[config.mk]
export PLATFORM = sky130hd
export DESIGN_NAME = bitmap_free_space_allocator
export DESIGN_NICKNAME = d
export VERILOG_FILES = /design/src/design/bfsa_pkg.sv /design/src/design/bfsa_ctrl.sv /design/src/design/bfsa_dpath.sv /design/src/design/bitmap_free_space_allocator.sv
export SDC_FILE = /design/constraint.sdc
export NUM_CORES = 1
export LEC_CHECK = 0
export BUFFER_PORTS_ARGS = -buffer_cell sky130_fd_sc_hd__buf_4
export CAP_MARGIN = 20
export CELL_PAD_IN_SITES_DETAIL_PLACEMENT = 2
export CELL_PAD_IN_SITES_GLOBAL_PLACEMENT = 2
export CORE_MARGIN = 3
export CORE_UTILIZATION = 46
export CTS_CLUSTER_SIZE = 30
export DETAILED_ROUTE_END_ITERATION = 10
export PLACE_DENSITY = 0.86
export SYNTH_ARGS = -nofsm -noshare
export SYNTH_HDL_FRONTEND = slang
export SYNTH_SLANG_ARGS = --single-unit
[constraint.sdc]
create_clock -name clk -period 5.85 [get_ports clk]
set_input_delay 0.2925 -clock clk [delete_from_list [all_inputs] [get_ports clk]]
set_output_delay 0.2925 -clock clk [all_outputs]
set_load 0.01 [all_outputs]
[src/design/bfsa_pkg.sv]
// Package for the bitmap free space allocator.
// Holds sizes, the mode codes and the controller/datapath command and status structs.
// No dependencies.
package bfsa_pkg;

    localparam int NUM_ENTRIES = 128;
    localparam int MAX_REQUEST = 64;

    // field widths fixed by the interface
    localparam int INDEX_W = 7;
    localparam int COUNT_W = 7;
    localparam int FREE_W  = 8;

    // bitmap organization for the scan
    localparam int WORD_W      = 16;
    localparam int NUM_WORDS   = (NUM_ENTRIES + WORD_W - 1) / WORD_W;
    localparam int BIT_IDX_W   = $clog2(WORD_W);
    localparam int WORD_IDX_W  = (NUM_WORDS > 1) ? $clog2(NUM_WORDS) : 1;
    localparam int MAP_W       = NUM_WORDS * WORD_W;
    localparam int ENTRY_W     = $clog2(MAP_W);
    localparam int CTR_W       = $clog2(NUM_ENTRIES + 1);
    localparam int REQ_W       = $clog2(MAX_REQUEST + 1);

    typedef enum logic [1:0] {
        MODE_FIND  = 2'd0,
        MODE_SET   = 2'd1,
        MODE_CLEAR = 2'd2,
        MODE_QUERY = 2'd3
    } mode_t;

    typedef struct packed {
        logic latch;        // capture the input item
        logic emit_single;  // produce the one result of a non-scan item
        logic scan_init;    // start a scan from entry 0
        logic scan_emit;    // emit the lowest free entry of the current word
        logic scan_next;    // move to the next word
    } cmd_t;

    typedef struct packed {
        logic slot_free;    // output register can take a result this cycle
        logic is_find;
        logic refuse;       // find that cannot be served
        logic hit;          // current word still has an unreported free entry
        logic final_hit;    // one entry left to report
    } stat_t;

endpackage

[src/design/bfsa_ctrl.sv]
// Controller for the bitmap free space allocator.
// Sequences accept, execute and scan; depends on bfsa_pkg.
module bfsa_ctrl
    import bfsa_pkg::*;
(
    input  logic  clk,
    input  logic  rst_n,
    input  logic  in_valid,
    output logic  in_stall,
    input  stat_t stat,
    output cmd_t  cmd
);

    typedef enum logic [2:0] {
        ST_IDLE = 3'b001,
        ST_EXEC = 3'b010,
        ST_SCAN = 3'b100
    } state_t;

    state_t state_reg;
    state_t state_next;

    always_ff @(posedge clk or negedge rst_n)
    begin
        if (!rst_n)
        begin
            state_reg <= ST_IDLE;
        end
        else
        begin
            state_reg <= state_next;
        end
    end

    always_comb
    begin
        state_next = state_reg;
        cmd        = '0;
        case (state_reg)
            ST_IDLE:
            begin
                if (in_valid)
                begin
                    cmd.latch  = 1'b1;
                    state_next = ST_EXEC;
                end
            end
            ST_EXEC:
            begin
                if (stat.is_find && !stat.refuse)
                begin
                    cmd.scan_init = 1'b1;
                    state_next    = ST_SCAN;
                end
                else if (stat.slot_free)
                begin
                    cmd.emit_single = 1'b1;
                    state_next      = ST_IDLE;
                end
            end
            ST_SCAN:
            begin
                if (stat.hit)
                begin
                    if (stat.slot_free)
                    begin
                        cmd.scan_emit = 1'b1;
                        if (stat.final_hit)
                        begin
                            state_next = ST_IDLE;
                        end
                    end
                end
                else
                begin
                    cmd.scan_next = 1'b1;
                end
            end
            default:
            begin
                state_next = ST_IDLE;
            end
        endcase
    end

    assign in_stall = (state_reg != ST_IDLE);

    a_scan_only_find: assert property (@(posedge clk) disable iff (!rst_n)
        (state_reg == ST_SCAN) |-> stat.is_find)
        else $error("scan running for a non-find item");

    a_latch_idle: assert property (@(posedge clk) disable iff (!rst_n)
        cmd.latch |=> (state_reg == ST_EXEC))
        else $error("latched item not executed");

    a_one_action: assert property (@(posedge clk) disable iff (!rst_n)
        $onehot0({cmd.emit_single, cmd.scan_init, cmd.scan_emit, cmd.scan_next}))
        else $error("conflicting datapath commands");

endmodule

[src/design/bfsa_dpath.sv]
// Datapath for the bitmap free space allocator.
// Bitmap, free counter, word scanner and output register; depends on bfsa_pkg.
module bfsa_dpath
    import bfsa_pkg::*;
(
    input  logic               clk,
    input  logic               rst_n,
    input  logic [1:0]         mode,
    input  logic [INDEX_W-1:0] index,
    input  logic [COUNT_W-1:0] count,
    output logic               out_valid,
    input  logic               out_stall,
    output logic [INDEX_W-1:0] entry_index,
    output logic               last,
    output logic               status,
    output logic               bit_value,
    output logic [FREE_W-1:0]  free_count,
    input  cmd_t               cmd,
    output stat_t              stat
);

    mode_t                 op_mode_reg;
    logic [INDEX_W-1:0]    op_index_reg;
    logic [COUNT_W-1:0]    op_count_reg;

    logic [MAP_W-1:0]      used_map_reg;
    logic [MAP_W-1:0]      used_map_next;
    logic [CTR_W-1:0]      free_counter_reg;
    logic [CTR_W-1:0]      free_counter_next;

    logic [WORD_IDX_W-1:0] word_reg;
    logic [WORD_W-1:0]     mask_reg;
    logic [REQ_W-1:0]      remain_reg;

    logic                  out_valid_reg;
    logic [INDEX_W-1:0]    out_index_reg;
    logic                  out_last_reg;
    logic                  out_status_reg;
    logic                  out_bit_reg;
    logic [FREE_W-1:0]     out_free_reg;

    logic                  is_find;
    logic                  refuse;
    logic                  in_range;
    logic [ENTRY_W-1:0]    op_entry;
    logic                  cur_bit;
    logic                  new_bit;
    logic [WORD_W-1:0]     cur_word;
    logic [WORD_W-1:0]     free_bits;
    logic [BIT_IDX_W-1:0]  hit_bit;
    logic [ENTRY_W-1:0]    hit_entry;
    logic                  slot_free;

    function automatic logic [BIT_IDX_W-1:0] lowest_set(input logic [WORD_W-1:0] v);
        logic [BIT_IDX_W-1:0] pos;
        pos = '0;
        for (int i = WORD_W - 1; i >= 0; i--)
        begin
            if (v[i])
            begin
                pos = BIT_IDX_W'(i);
            end
        end
        return pos;
    endfunction

    assign is_find   = (op_mode_reg == MODE_FIND);
    assign refuse    = (op_count_reg == '0)
                    || (32'(op_count_reg) > MAX_REQUEST)
                    || (32'(free_counter_reg) < 32'(op_count_reg));
    assign in_range  = (32'(op_index_reg) < NUM_ENTRIES);
    assign op_entry  = ENTRY_W'(op_index_reg);
    assign cur_bit   = used_map_reg[op_entry];

    assign cur_word  = used_map_reg[word_reg * WORD_W +: WORD_W];
    assign free_bits = ~cur_word & ~mask_reg;
    assign hit_bit   = lowest_set(free_bits);
    assign hit_entry = ENTRY_W'({word_reg, hit_bit});

    assign slot_free = !out_valid_reg || !out_stall;

    assign stat.slot_free = slot_free;
    assign stat.is_find   = is_find;
    assign stat.refuse    = refuse;
    assign stat.hit       = (free_bits != '0);
    assign stat.final_hit = (remain_reg == REQ_W'(1));

    // bitmap and counter update for set and clear
    always_comb
    begin
        used_map_next     = used_map_reg;
        free_counter_next = free_counter_reg;
        new_bit           = cur_bit;
        if (!is_find && in_range)
        begin
            case (op_mode_reg)
                MODE_SET:
                begin
                    new_bit = 1'b1;
                    if (!cur_bit && (free_counter_reg != '0))
                    begin
                        free_counter_next = free_counter_reg - CTR_W'(1);
                    end
                end
                MODE_CLEAR:
                begin
                    new_bit = 1'b0;
                    if (cur_bit)
                    begin
                        free_counter_next = free_counter_reg + CTR_W'(1);
                    end
                end
                default:
                begin
                    new_bit = cur_bit;
                end
            endcase
            used_map_next[op_entry] = new_bit;
        end
    end

    always_ff @(posedge clk or negedge rst_n)
    begin
        if (!rst_n)
        begin
            used_map_reg     <= '0;
            free_counter_reg <= CTR_W'(NUM_ENTRIES);
        end
        else if (cmd.emit_single)
        begin
            used_map_reg     <= used_map_next;
            free_counter_reg <= free_counter_next;
        end
    end

    // captured item
    always_ff @(posedge clk)
    begin
        if (cmd.latch)
        begin
            op_mode_reg  <= mode_t'(mode);
            op_index_reg <= index;
            op_count_reg <= count;
        end
    end

    // scan position
    always_ff @(posedge clk or negedge rst_n)
    begin
        if (!rst_n)
        begin
            word_reg   <= '0;
            mask_reg   <= '0;
            remain_reg <= '0;
        end
        else if (cmd.scan_init)
        begin
            word_reg   <= '0;
            mask_reg   <= '0;
            remain_reg <= REQ_W'(op_count_reg);
        end
        else if (cmd.scan_emit)
        begin
            mask_reg[hit_bit] <= 1'b1;
            remain_reg        <= remain_reg - REQ_W'(1);
        end
        else if (cmd.scan_next)
        begin
            word_reg <= word_reg + WORD_IDX_W'(1);
            mask_reg <= '0;
        end
    end

    // output register
    always_ff @(posedge clk or negedge rst_n)
    begin
        if (!rst_n)
        begin
            out_valid_reg <= 1'b0;
        end
        else if (cmd.emit_single || cmd.scan_emit)
        begin
            out_valid_reg <= 1'b1;
        end
        else if (!out_stall)
        begin
            out_valid_reg <= 1'b0;
        end
    end

    always_ff @(posedge clk)
    begin
        if (cmd.scan_emit)
        begin
            out_index_reg  <= INDEX_W'(hit_entry);
            out_last_reg   <= (remain_reg == REQ_W'(1));
            out_status_reg <= 1'b0;
            out_bit_reg    <= 1'b0;
            out_free_reg   <= FREE_W'(free_counter_reg);
        end
        else if (cmd.emit_single)
        begin
            out_last_reg <= 1'b1;
            out_free_reg <= FREE_W'(free_counter_next);
            if (is_find)
            begin
                out_index_reg  <= '0;
                out_status_reg <= 1'b1;
                out_bit_reg    <= 1'b0;
            end
            else
            begin
                out_index_reg  <= op_index_reg;
                out_status_reg <= 1'b0;
                out_bit_reg    <= in_range ? new_bit : 1'b0;
            end
        end
    end

    assign out_valid   = out_valid_reg;
    assign entry_index = out_index_reg;
    assign last        = out_last_reg;
    assign status      = out_status_reg;
    assign bit_value   = out_bit_reg;
    assign free_count  = out_free_reg;

    a_emit_needs_hit: assert property (@(posedge clk) disable iff (!rst_n)
        cmd.scan_emit |-> (stat.hit && slot_free))
        else $error("scan emitted without a free entry or output slot");

    a_counter_bound: assert property (@(posedge clk) disable iff (!rst_n)
        32'(free_counter_reg) <= NUM_ENTRIES)
        else $error("free counter above entry count");

    a_final_marks_last: assert property (@(posedge clk) disable iff (!rst_n)
        (cmd.scan_emit && stat.final_hit) |=> (out_valid_reg && out_last_reg))
        else $error("final scan result not marked last");

    a_hold_on_stall: assert property (@(posedge clk) disable iff (!rst_n)
        (out_valid_reg && out_stall) |=> out_valid_reg)
        else $error("stalled result dropped");

endmodule

[src/design/bitmap_free_space_allocator.sv]
// Top level of the bitmap free space allocator: first-fit bitmap with a free counter.
// Instantiates bfsa_ctrl and bfsa_dpath; depends on bfsa_pkg.
//
//   channel  handshake            fields
//   in       in_valid / in_stall   mode, index, count
//   out      out_valid / out_stall entry_index, last, status, bit_value, free_count
//
// Set, clear, query and refused finds are accepted, then executed into the output
// register. A served find is accepted, then scanned: each result is reported and
// each 16-entry bitmap word with no unreported free entry is stepped past (at most 8 words).
// The scanner reports one free entry per cycle from the current word unless out stalls.
// Reset clears the bitmap and loads the free counter at once; no clearing pass.
// A stall on out holds the result and the scan; in is stalled until the item's
// last result is in the output register, which may still be waiting.
module bitmap_free_space_allocator
    import bfsa_pkg::*;
(
    input  logic               clk,
    input  logic               rst_n,
    input  logic               in_valid,
    output logic               in_stall,
    input  logic [1:0]         mode,
    input  logic [INDEX_W-1:0] index,
    input  logic [COUNT_W-1:0] count,
    output logic               out_valid,
    input  logic               out_stall,
    output logic [INDEX_W-1:0] entry_index,
    output logic               last,
    output logic               status,
    output logic               bit_value,
    output logic [FREE_W-1:0]  free_count
);

    cmd_t  cmd;
    stat_t stat;

    bfsa_ctrl u_ctrl (
        .clk      (clk),
        .rst_n    (rst_n),
        .in_valid (in_valid),
        .in_stall (in_stall),
        .stat     (stat),
        .cmd      (cmd)
    );

    bfsa_dpath u_dpath (
        .clk         (clk),
        .rst_n       (rst_n),
        .mode        (mode),
        .index       (index),
        .count       (count),
        .out_valid   (out_valid),
        .out_stall   (out_stall),
        .entry_index (entry_index),
        .last        (last),
        .status      (status),
        .bit_value   (bit_value),
        .free_count  (free_count),
        .cmd         (cmd),
        .stat        (stat)
    );

endmodule
Yosys cells after proc, flatten, opt, wreduce, memory -nomap -nowiden
Index checks and enable logic that the tools add are counted.
Storage, ports and cells
  register bits: 200
  bits of input ports: 20
  output and inout bits: 20
  word-level logic and storage cells: 132
Operators by class
  $add $sub $neg: 4
  magnitude comparators: 6
  equal/unequal tests: 14
  shift-type cells: 1
  multiplexer cells: 64
  bitwise gates (word level): 5
  reductions and logical operators: 23
Operators by type and width (number)
  $bwmux W128: 1
  $shiftx A128 B8 Y16: 1
  $mux W4: 16
  $mux W16: 3
  $mux W8: 5
  $mux W7: 5
  $not A16 Y16: 2
  $mux W3: 9
  $mux W1: 17
  $and A16 B16 Y16: 1
  $or A16 B16 Y16: 1
  $pmux W8 S2: 1
  $reduce_bool A16 Y1: 1
  $pmux W3 S3: 1
  $add A8 B1 Y8 const B: 1
  $lt A7 B8 Y1 const B: 1
  $lt A8 B7 Y1: 1
  $ne A2 B2 Y1 const B: 4
  $reduce_bool A8 Y1: 1
  $sub A8 B1 Y8 const B: 1
  $bmux W1 S7: 1
  $demux W1 S7: 1
  $eq A7 B1 Y1 const B: 1
  $ge A7 B1 Y1 const B: 1
  other kinds (25): 40

Depth between registers and ports, before layout
Gate-level depths: netlist (run 1).
  depth in word-level cells: 26
  depth in mapped cells: 12
  depth with buffers taken out: 9

By module
From an unflattened synthesis (run 1), not the netlist that was laid out.
Unflattened totals
  cell total of the unflattened synthesis: 1146
  area, all modules: 11631.2 um2
Modules (own cells, without submodules)
  bfsa_dpath: instances 1, cells an instance 1122, area an instance 11419.7 um2, seq. area each 5081.1 um2
  bfsa_ctrl: instances 1, cells an instance 24, area an instance 211.5 um2, seq. area each 76.3 um2

Worst setup path before layout (run 1)
OpenSTA, ideal clock, no wires.
  path type: reg-to-reg
  start point: register u_dpath.word_reg[0]
  end point: register u_dpath.out_index_reg[0], in the netlist u_dpath.entry_index[0] (enable)
  library setup time: 0.372 ns
  arrival time: 2.874 ns
  required time: 5.478 ns
  slack: 2.604 ns
  cell stages (with the launch flop): 11
  buffers on the path: 4
  period minus slack after synthesis: 3.246 ns
  cells stage by stage: dfrtp_1 > buf_6 > buf_8 > mux4_2 > mux2_2 > o2bb2a_2 > and2_4 > a31o_2 > buf_2 > buf_4 > nand2_1
On the way
  cells in the longest elaborated chain, start to end: 7
RTL lines
  from (decl): RTL line bfsa_dpath.sv:31  | logic [WORD_IDX_W-1:0] word_reg;
  from (signal assigned): RTL line bfsa_dpath.sv:169  | word_reg <= word_reg + WORD_IDX_W'(1);
  $shiftx A128 B8 Y16: RTL line bfsa_dpath.sv:75  | assign cur_word = used_map_reg[word_reg * WORD_W +: WORD_W];
  $not A16 Y16: RTL line bfsa_dpath.sv:76  | assign free_bits = ~cur_word & ~mask_reg;
  $and A16 B16 Y16: RTL line bfsa_dpath.sv:76
  $reduce_bool A16 Y1: RTL line bfsa_dpath.sv:85  | assign stat.hit = (free_bits != '0);
  $mux W1: RTL line bfsa_ctrl.sv:63  | if (stat.hit)
  $mux W2: RTL line bfsa_ctrl.sv:39  | case (state_reg)
  $reduce_bool A2 Y1 (no source line)
  to (signal assigned): RTL line bfsa_dpath.sv:195  | out_index_reg <= INDEX_W'(hit_entry);
  to (signal assigned): RTL line bfsa_dpath.sv:213  | out_index_reg <= op_index_reg;
  to (decl): RTL line bfsa_dpath.sv:36  | logic [INDEX_W-1:0] out_index_reg;
No other way between the ends.
A chain may end at the register's enable or synchronous reset.

Worst setup path in the final report (run 1)
  start point: register u_dpath.op_index_reg[1], in the netlist u_dpath.op_entry[1]
  end point: register u_dpath.used_map_reg[79]
On the way
  cells in the longest elaborated chain, start to end: 5
  elaborated cells on any way between the ends: 10
  classes of those cells: 2 x order compare; 7 x mux; 1 x reduce/logical
RTL lines
  from (decl): RTL line bfsa_dpath.sv:23  | logic [INDEX_W-1:0] op_index_reg;
  from (signal assigned): RTL line bfsa_dpath.sv:142  | op_index_reg <= index;
  $bmux W1 S7, or another cell as far along: RTL line bfsa_dpath.sv:73  | assign cur_bit = used_map_reg[op_entry];
  $mux W1 (not written as such) / $logic_and A1 B1 Y1 (equally long branches): RTL line bfsa_dpath.sv:73, bfsa_dpath.sv:118
  $pmux W1 S2 / $mux W1 (equally long branches): RTL line bfsa_dpath.sv:96, bfsa_dpath.sv:118
  $mux W1 / $demux W1 S7 (equally long branches)
  $bwmux W128 *: RTL line bfsa_dpath.sv:118  | used_map_next[op_entry] = new_bit;
  to (signal assigned): RTL line bfsa_dpath.sv:131  | used_map_reg <= used_map_next;
  to (decl): RTL line bfsa_dpath.sv:26  | logic [MAP_W-1:0] used_map_reg;
Every way passes the cells marked *; elsewhere a longest branch is shown, timed or not. The select of a mux whose other input is x is not followed.

==> results of run 1 <==
## power by group through the flow
stage | Clock (mW) | Sequential (mW) | Combinational [mW]
after floorplan | 0 | 1.68 | 0.824
after global placement | 0 | 1.81 | 0.983
after detailed placement | 0 | 1.83 | 1.05
after CTS | 1.30 | 1.81 | 1.09
after global routing | 1.36 | 1.84 | 1.20
final | 1.29 | 1.82 | 1.12
## synth_stat cells, drive strengths merged (4+ instances only)
library cell and count:
a2111oi 8, a211oi 14, a21o 5, a21oi 149
a22oi 4, a31oi 141, and2 13, and3 7
buf 39, clkbuf 46, dfrtp 164, edfxtp 32
ha 15, inv 36, mux2 15, mux2i 24
mux4 56, nand2 49, nand2b 11, nand3 20
nand3b 7, nand4 6, nor2 69, nor2b 8
nor3 9, nor4 8, o211ai 7, o21ai 18
o22ai 19, or3 4, xnor2 5
## worst max path at each step
| stage | to | slack [ps] | depth (start not counted) |
|---|---|---|---|
| floorplan | u_dpath.entry_index[0] | 2600 | 10 |
| finish | u_dpath.used_map_reg[79] | 1360 | 8 |
| global placement | u_dpath.free_count[2] | 1740 | 9 |
| detailed placement | u_dpath.used_map_reg[79] | 1440 | 8 |
| global route | u_dpath.used_map_reg[79] | 1160 | 8 |
| CTS | u_dpath.used_map_reg[79] | 1410 | 8 |
## per-stage QoR
step                instances  utilization, %  cell area, um^2
finish                   1409            51.8            12700
CTS                      1405            51.6            12600
global placement         1361            48.5            11900
detailed placement       1361            48.5            11900
global route             1409            51.8            12700
floorplan                1067               -            11500
## critical path, cell delays in order, from the launching register on
cell and delay (ps):
edfxtp_1 960, mux4_2 610, nor2b_1 150, a2111oi_0 630, o32ai_1 200, nand4_2 150
mux2_4 880, buf_4 510, a31oi_1 160
## routing by layer
layer  vias to the layer above  wire length (um)
met5                         -                 0
met4                         0              1830
met3                       129              3170
met2                       502             21800
met1                      5335             18400
li1                       4157                 -
## cells by family (layout without fill, tap and decap cells)
group	after synthesis	count (layout)	share of synthesized area [%]
other cells	0	1	0
flops	200	200	44.9
compound gates	407	407	23.3
simple gates	222	222	9.99
buf+inv	123	140	5.19
xor+xnor	5	5	0.381
mux	95	95	14.6
fa+ha+maj	15	15	1.63
## area by class of cell
cell class	count	area [um^2]
Timing Repair Buffer	70	582
Inverter	38	143
Sequential cell	200	5160
Fill cell	2447	11800
Antenna cell	1	2.50
Tap cell	324	405
Clock inverter	15	205
Multi-Input combinational cell	744	5750
Clock buffer	17	425
## repair_timing
item                      in CTS  in global routing
setup buffers                  0                  0
hold buffers                  12                  1
hold endpoints to repair      76                  1
==> impl_results.md, run 1 <==
* FF-to-FF path depth at 8
* Tmin final at 4490 ps
* Core area at 24500 um^2
* Area grow syn2layout at 10.2%
* Final hold slack at 14.2 ps
* Ys async rst share at 83.0%
* Most used DFF post-synth: dfrtp_1
* Status: finished clean
* Met3 usage in global routing at 7.54%
* Num CTS Buffers at 17
* H-tree Lvls at 4
* Routed WL per cell at 32.0 um
* Crit start category: flop
* Mapped Area at 11500 um^2
* Commonest non-fill, non-tap cell in the layout: dfrtp_1
* Yosys reg bits at 200
* Min-delay src: count[5]
* # DRC at 0
* DP Worst Slack at 1440 ps
* Final setup vio count at 0
* Worst hold path class: input pin to flop
* Die ar. at 26900 um^2
* Final #Nets at 1106
* Global routing usage on met2 at 55.2%
* PwrDens at 335 nW/um^2
* VDD IR max at 0.154 mV
* I/O pins at 40
* Data arrival, critical path at 4810 ps
* Number of library cell types mapped by synthesis at 84
* Vias in the first global route at 10743
* Final Cycle Share at 76.8%
* First-pass DRT Iterations at 9
* Post-CTS Resized at 0
* Largest net degree at the start of global routing at 95
* HPWL Detailed at 29300 um
* Flip-flop count of the largest register after layout at 128
* Layout cell share with drive strength beyond 1 at 17.8%
* Layout Skew at 14.8 ps
* Critical Path Start: u_dpath.op_entry[1]
* Post-detailed-routing wire length at 45100 um
* Clock Latency Late Sink at 470 ps
* Critical R2R Launch: u_dpath.op_entry[1]
* CTS tree: yes
* Post-route ant nets at 0
* Clock root buffer: clkbuf_16
* First-pass GRT wire length at 69800 um
* Most frequent cells in the layout: 162 x dfrtp_1, 149 x a21oi_1, 140 x a31oi_1
* Crit end category: flop
* Starting Density at 47.0%
* Slew Viols, Final at 0
* Placer Congestion at 0.926
* Port bufs at 39
* Worst slew pin tran at 1120 ps
* Clock sinks at 200
* Die W at 164 um
* Unrepaired setup endpoints after global routing: no
* Req. time, crit path at 6160 ps
* CP Class: flop to flop
* Synth Area per Inst at 10.8 um^2
* Post-synth top area cell: dfrtp_1
* Worst Slack Setup Final at 1360 ps
* Mapped Cells at 1067
* Synth top area cells: dfrtp_1 36%, mux4_2 10%, edfxtp_1 8.4%, a31oi_1 7.6%, a21oi_1 6.5%
* DR vias/cell at 7.18
* Post-synth net total at 1102
* Net Sw Power at 1.64 mW
* Overall Power at 4.24 mW
* Synth top area share at 35.7%
* Max_cap viols at 0
* Setup_tns at 0 ps
* Met1 usage at 45.6%
* Sequential fraction of design power at 43.0%
* Crit path max fanout at 94
* GRT busiest layer: met2
* Relative slew slack at 25.5%
* Sequential share of the synthesized area at 44.9%
* # rows at 57
* Final Hold Vio Count at 0
* CTS Buffer Depth at 2
* Iteration-0 DRC Markers at 1253
* Internal power at 2.60 mW
* GRT Overall Usage at 34.5%
* DR vias at 10123
* Synth warnings at 0
* Setup slack, reg-to-reg at 1360 ps
* Hold depth at 1
* Clock-pin slew on the worst setup and hold paths at 90 ps
* Combinational Power Share at 26.5%
* FMAX at 222 MHz
* Chip height at 164 um
* EDFF count, synth at 32
* Grt total ovfl at 0
* Switching part of the total at 38.7%
* Hold endpoint: u_dpath.op_count_reg[5]
* Number of antenna violations at the first check in global routing at 1
* Leak at 5.11 nW
* R2r endpoint: u_dpath.used_map_reg[79]
* Power share of the clock group at 30.5%
(Power assumes the default switching activity.)
==> inputs of run 2 (changes only) <==
--- a/config.mk
+++ b/config.mk
@@ -10,10 +10,10 @@
 export CELL_PAD_IN_SITES_DETAIL_PLACEMENT = 2
 export CELL_PAD_IN_SITES_GLOBAL_PLACEMENT = 2
 export CORE_MARGIN = 3
-export CORE_UTILIZATION = 46
+export CORE_UTILIZATION = 42
 export CTS_CLUSTER_SIZE = 30
 export DETAILED_ROUTE_END_ITERATION = 10
-export PLACE_DENSITY = 0.86
+export PLACE_DENSITY = 0.8
 export SYNTH_ARGS = -nofsm -noshare
 export SYNTH_HDL_FRONTEND = slang
 export SYNTH_SLANG_ARGS = --single-unit
==> constraint.sdc (replaced) <==
create_clock -name clk -period 4.53 [get_ports clk]
set_input_delay 0.2265 -clock clk [delete_from_list [all_inputs] [get_ports clk]]
set_output_delay 0.2265 -clock clk [all_outputs]
set_load 0.01 [all_outputs]
==> run 2 against run 1 <==
Net effect:
- sequential power up 27%
- global-route usage down 4.8 points
- flip-flop and latch count unchanged
- sequential share of layout area down 0.30 points
- combinational power up 27%
- die area up 9.2%
- largest cell class unchanged
==> impl_results.md, run 2 (synthesized netlist as in run 1, its figures left out) <==
* Post-CTS Resized at 0
* Post-CTS Setup Bufs at 0
* CP Class: flop to flop
* DP Worst Slack at 457 ps
* Min-delay src: out_stall
* Max_cap viols at 0
* Fillers at 2665
* PwrDens at 416 nW/um^2
* Final #Nets at 1119
* CTS Buffer Depth at 2
* Power share of the clock group at 29.5%
* Crit-path slowest cell: edfxtp_1
* FMAX at 241 MHz
* Overall Power at 5.31 mW
* CP max stage delay at 760 ps
* Total area of multi-input combinational cells at 5750 um^2
* H-tree Lvls at 4
* Crit start category: flop
* Setup slack, reg-to-reg at 390 ps
* Clock sinks at 200
* GRT Overall Usage at 29.7%
* Routed WL per cell at 29.6 um
* Port bufs at 39
* Vias in the first global route at 10378
* HPWL Detailed at 28500 um
* First-pass GRT wire length at 66400 um
* VDD IR max at 0.267 mV
* Setup_tns at 0 ps
* Register area at 5160 um^2
* Most frequent cells in the layout: 162 x dfrtp_1, 149 x a21oi_1, 140 x a31oi_1
* Worst hold path class: input pin to flop
* Hold endpoint: u_dpath.out_valid
* DR vias at 9835
* Most used cell, CP: buf_4
* Number of diodes at 0
* Worst-path cell chain: buf_4, mux4_2, nor2b_1, a2111oi_0, o32ai_1, nand4_2, mux2_4, buf_4, a31oi_1
* Clock Latency Late Sink at 450 ps
* Slew Viols, Final at 0
* Combinational Power Share at 26.8%
* # DRC at 0
* Critical R2R Launch: u_dpath.op_entry[1]
* Chip height at 171 um
* Unrepaired setup endpoints after global routing: no
* # rows at 59
* Net Sw Power at 1.92 mW
* Number of buffers and inverters on the critical path at 2
* Worst slew pin tran at 1070 ps
* Final Cycle Share at 91.4%
* Grt total ovfl at 0
* Placed cell count at 1381
* CTS tree: yes
* First-pass DRT Iterations at 6
* Largest net degree at the start of global routing at 93
* Tmin final at 4140 ps
* Layout Skew at 18.5 ps
* Layout Cells excl Fill at 1431
* Iteration-0 DRC Markers at 968
* Switching part of the total at 36.2%
* I/O pins at 40
* Final Hold Vio Count at 0
* Commonest non-fill, non-tap cell in the layout: dfrtp_1
* Internal power at 3.39 mW
* Sequential fraction of design power at 43.7%
* Critical Path Start: u_dpath.op_entry[1]
* DR vias/cell at 6.87
* Placer Congestion at 0.856
* Req. time, crit path at 4800 ps
* Final setup vio count at 0
* Crit end category: flop
* Area grow syn2layout at 11.0%
* Data arrival, critical path at 4410 ps
* Worst Slack Setup Final at 389 ps
* Num CTS Buffers at 17
* Starting Density at 43.4%
* Post-detailed-routing wire length at 42400 um
* Die ar. at 29400 um^2
* Post-route ant nets at 0
* Hold depth at 3
* Clock root buffer: clkbuf_16
* Core area at 26500 um^2
* Status: finished clean
* Layout cell share with drive strength beyond 1 at 18.2%
* R2r endpoint: u_dpath.used_map_reg[75]
* Leak at 5.17 nW
* Die W at 171 um
* Flip-flop count of the largest register after layout at 128
* FF-to-FF path depth at 9
* Relative slew slack at 28.9%
* Number of antenna violations at the first check in global routing at 0
* Crit path max fanout at 50
* Clock-pin slew on the worst setup and hold paths at 70 ps
* Delay-heaviest family, CP: multiplexers
-- run 2: worst max-delay path by stage --
stage,to,cells past startpoint
5_1_grt,u_dpath.used_map_reg[75],9
2_1_floorplan,u_dpath.entry_index[0],10
3_5_place_dp,u_dpath.used_map_reg[75],9
6_report,u_dpath.used_map_reg[75],9
4_1_cts,u_dpath.used_map_reg[75],9
3_3_place_gp,u_dpath.used_map_reg[29],9
-- run 2: power by group through the flow --
stage                     Sequential (mW)  Clock (mW)  Combinational (mW)
after CTS                            2.32        1.60                1.41
after global routing                 2.35        1.67                1.56
final                                2.32        1.56                1.42
after global placement               2.33           0                1.32
after detailed placement             2.34           0                1.38
after floorplan                      2.18           0                1.06
-- run 2: tightest hold or removal path: stages --
cell	delay, ps
buf_4	90
nand2_1	90
nand3_1	100
-- run 2: area by class of cell --
cell class | instances | area share [%]
multi-input cells | 744 | 45.0
clock buffers | 20 | 3.67
repair buffers | 83 | 5.60
flip-flops and latches | 200 | 40.4
inverters | 38 | 1.12
clock inverters | 11 | 0.873
well taps | 335 | 3.28
-- run 2: metrics by stage --
stage	cell area [um^2]	utilization (%)	hold WS [ps]
final	12800	48.2	110
after detailed placement	12000	45.2	402
after floorplan	11500	-	-69.1
after CTS	12700	48.1	76.5
after global placement	12000	45.2	383
after global routing	12800	48.2	138
-- run 2: routing by layer --
layer | track usage, % | up-vias | part of all wire, % | wire length (um)
met2 | 48.8 | 381 | 49 | 20700
li1 | - | 4183 | - | -
met1 | 39.7 | 5174 | 42 | 17700
met5 | 0 | - | 0 | 0
met4 | 10.6 | 0 | 3.6 | 1510
met3 | 5.31 | 97 | 6.0 | 2530
-- run 2: repair_timing --
action	CTS	global route
hold buffers	17	0
setup endpoints to repair	0	0
endpoints found under the hold margin	106	0
==> inputs of run 3 (changes only) <==
--- a/config.mk
+++ b/config.mk
@@ -13,7 +13,7 @@
 export CORE_UTILIZATION = 42
 export CTS_CLUSTER_SIZE = 30
 export DETAILED_ROUTE_END_ITERATION = 10
-export PLACE_DENSITY = 0.8
+export PLACE_DENSITY_LB_ADDON = 0.1
 export SYNTH_ARGS = -nofsm -noshare
 export SYNTH_HDL_FRONTEND = slang
 export SYNTH_SLANG_ARGS = --single-unit
==> run 3 against run 2 <==
Net effect:
- via count decreased by 1.9%
- hold slack gained 9.3 ps
- sequential power barely moved
- die area did not move
- core utilization shrank 0.071 points
- critical endpoint is now u_dpath.free_count[2]
- largest cell class unchanged
- highest routed layer is now met5
==> impl_results.md, run 3 (synthesized netlist as in run 1, its figures left out) <==
* HPWL Detailed at 28900 um
* Placement Cell Area at 12000 um^2
* Die W at 171 um
* Relative slew slack at 32.4%
* Num CTS Buffers at 17
* Layout Cells excl Fill at 1430
* Unrepaired setup endpoints after global routing: no
* PwrDens at 415 nW/um^2
* Status: finished clean
* Final Cell Area at 12700 um^2
* Final Cycle Share at 84.7%
* Hold depth at 3
* CTS tree: yes
* # rows at 59
* Setup slack, reg-to-reg at 690 ps
* Worst slew pin tran at 1000 ps
* Clock sinks at 200
* CTS Buffer Depth at 2
* Post-route ant nets at 0
* DR vias at 9649
* Core area at 26500 um^2
* Placed cell count at 1379
* Clock-pin slew on the worst setup and hold paths at 90 ps
* FF-to-FF path depth at 10
* Req. time, crit path at 4690 ps
* Placer Congestion at 0.902
* Most frequent cells in the layout: 162 x dfrtp_1, 149 x a21oi_1, 140 x a31oi_1
* Die ar. at 29400 um^2
* Crit path max fanout at 29
* Post-CTS Resized at 0
* First-pass GRT wire length at 66000 um
* Port bufs at 39
* Iteration-0 DRC Markers at 953
* Flip-flop count of the largest register after layout at 128
* First-pass DRT Iterations at 5
* Grt total ovfl at 0
* Fillers at 2681
* Setup_tns at 0 ps
* Crit start category: flop
* Slew Viols, Final at 0
* Overall Power at 5.29 mW
* Min-delay src: out_stall
* DP Worst Slack at 679 ps
* Commonest non-fill, non-tap cell in the layout: dfrtp_1
* DR vias/cell at 6.75
* R2r endpoint: u_dpath.free_count[2]
* Tmin final at 3840 ps
* Worst Slack Setup Final at 692 ps
* Chip height at 171 um
* Post-detailed-routing wire length at 42200 um
* Finished Core Util at 48.1%
* Final Hold Vio Count at 0
* VDD IR max at 0.238 mV
* Final hold slack at 119 ps
* # DRC at 0
* Number of diodes at 0
* Final #Nets at 1117
* Layout cell share with drive strength beyond 1 at 18.1%
* GRT Overall Usage at 29.8%
* Post-CTS Setup Bufs at 0
* Final setup vio count at 0
* CP Class: flop to flop
* Vias in the first global route at 10295
* Hold endpoint: u_dpath.out_valid
* Crit end category: flop
* H-tree Lvls at 4
* Layout Skew at 20.6 ps
* Area grow syn2layout at 10.8%
* Largest net degree at the start of global routing at 85
* Leak at 5.15 nW
* FMAX at 261 MHz
* Starting Density at 43.4%
* I/O pins at 40
* Clock root buffer: clkbuf_16
* Clock Latency Late Sink at 450 ps
* Max_cap viols at 0
* Critical R2R Launch: u_dpath.op_entry[1]
* Routed WL per cell at 29.5 um
* Number of antenna violations at the first check in global routing at 3
* Data arrival, critical path at 4000 ps
* Worst hold path class: input pin to flop
run 3: cell type report:
cell class	count	area [um^2]	share of cell area, %
timing repair buffer	81	712	5.59
clock inverter	12	105	0.825
multi-input combinational	744	5750	45.1
inverter	38	143	1.12
tap	335	419	3.29
sequential	200	5160	40.5
clock buffer	20	458	3.59
run 3: how the worst max path moves through the flow:
stage                                   start                endpoint  slack (ps)
after global routing      u_dpath.op_entry[1]   u_dpath.free_count[2]         500
final                     u_dpath.op_entry[1]   u_dpath.free_count[2]         690
after CTS                 u_dpath.op_entry[1]   u_dpath.free_count[2]         680
after floorplan           u_dpath.word_reg[0]  u_dpath.entry_index[0]        1280
after global placement    u_dpath.op_entry[1]   u_dpath.free_count[2]         820
after detailed placement  u_dpath.op_entry[1]   u_dpath.free_count[2]         680
run 3: where the power goes:
group / total [mW] / internal [mW] / switching [mW] / leakage, nW
clock network: 1.54 / 0.756 / 0.779 / 0.273
registers: 2.33 / 2.02 / 0.302 / 2.54
logic: 1.43 / 0.548 / 0.880 / 2.33
run 3: worst max-delay path: stages, from the launching register on:
cell,delay [ps]
edfxtp_1,420
buf_4,400
mux4_2,550
nor2b_1,140
a2111oi_0,380
o32ai_1,180
nand4_2,200
buf_4,310
a31oi_1,120
a2111oi_0,650
a211oi_1,190
run 3: per-layer routing:
metal | global-route usage (%) | part of all wire [%]
met5 | 0 | 0.083
met4 | 9.97 | 3.0
met3 | 5.70 | 4.9
met2 | 49.0 | 49
met1 | 39.9 | 43
run 3: repair_timing:
item / in CTS / in global routing
setup endpoints to repair: 0 / 0
hold endpoints to repair: 98 / 0
hold buffers: 17 / 0
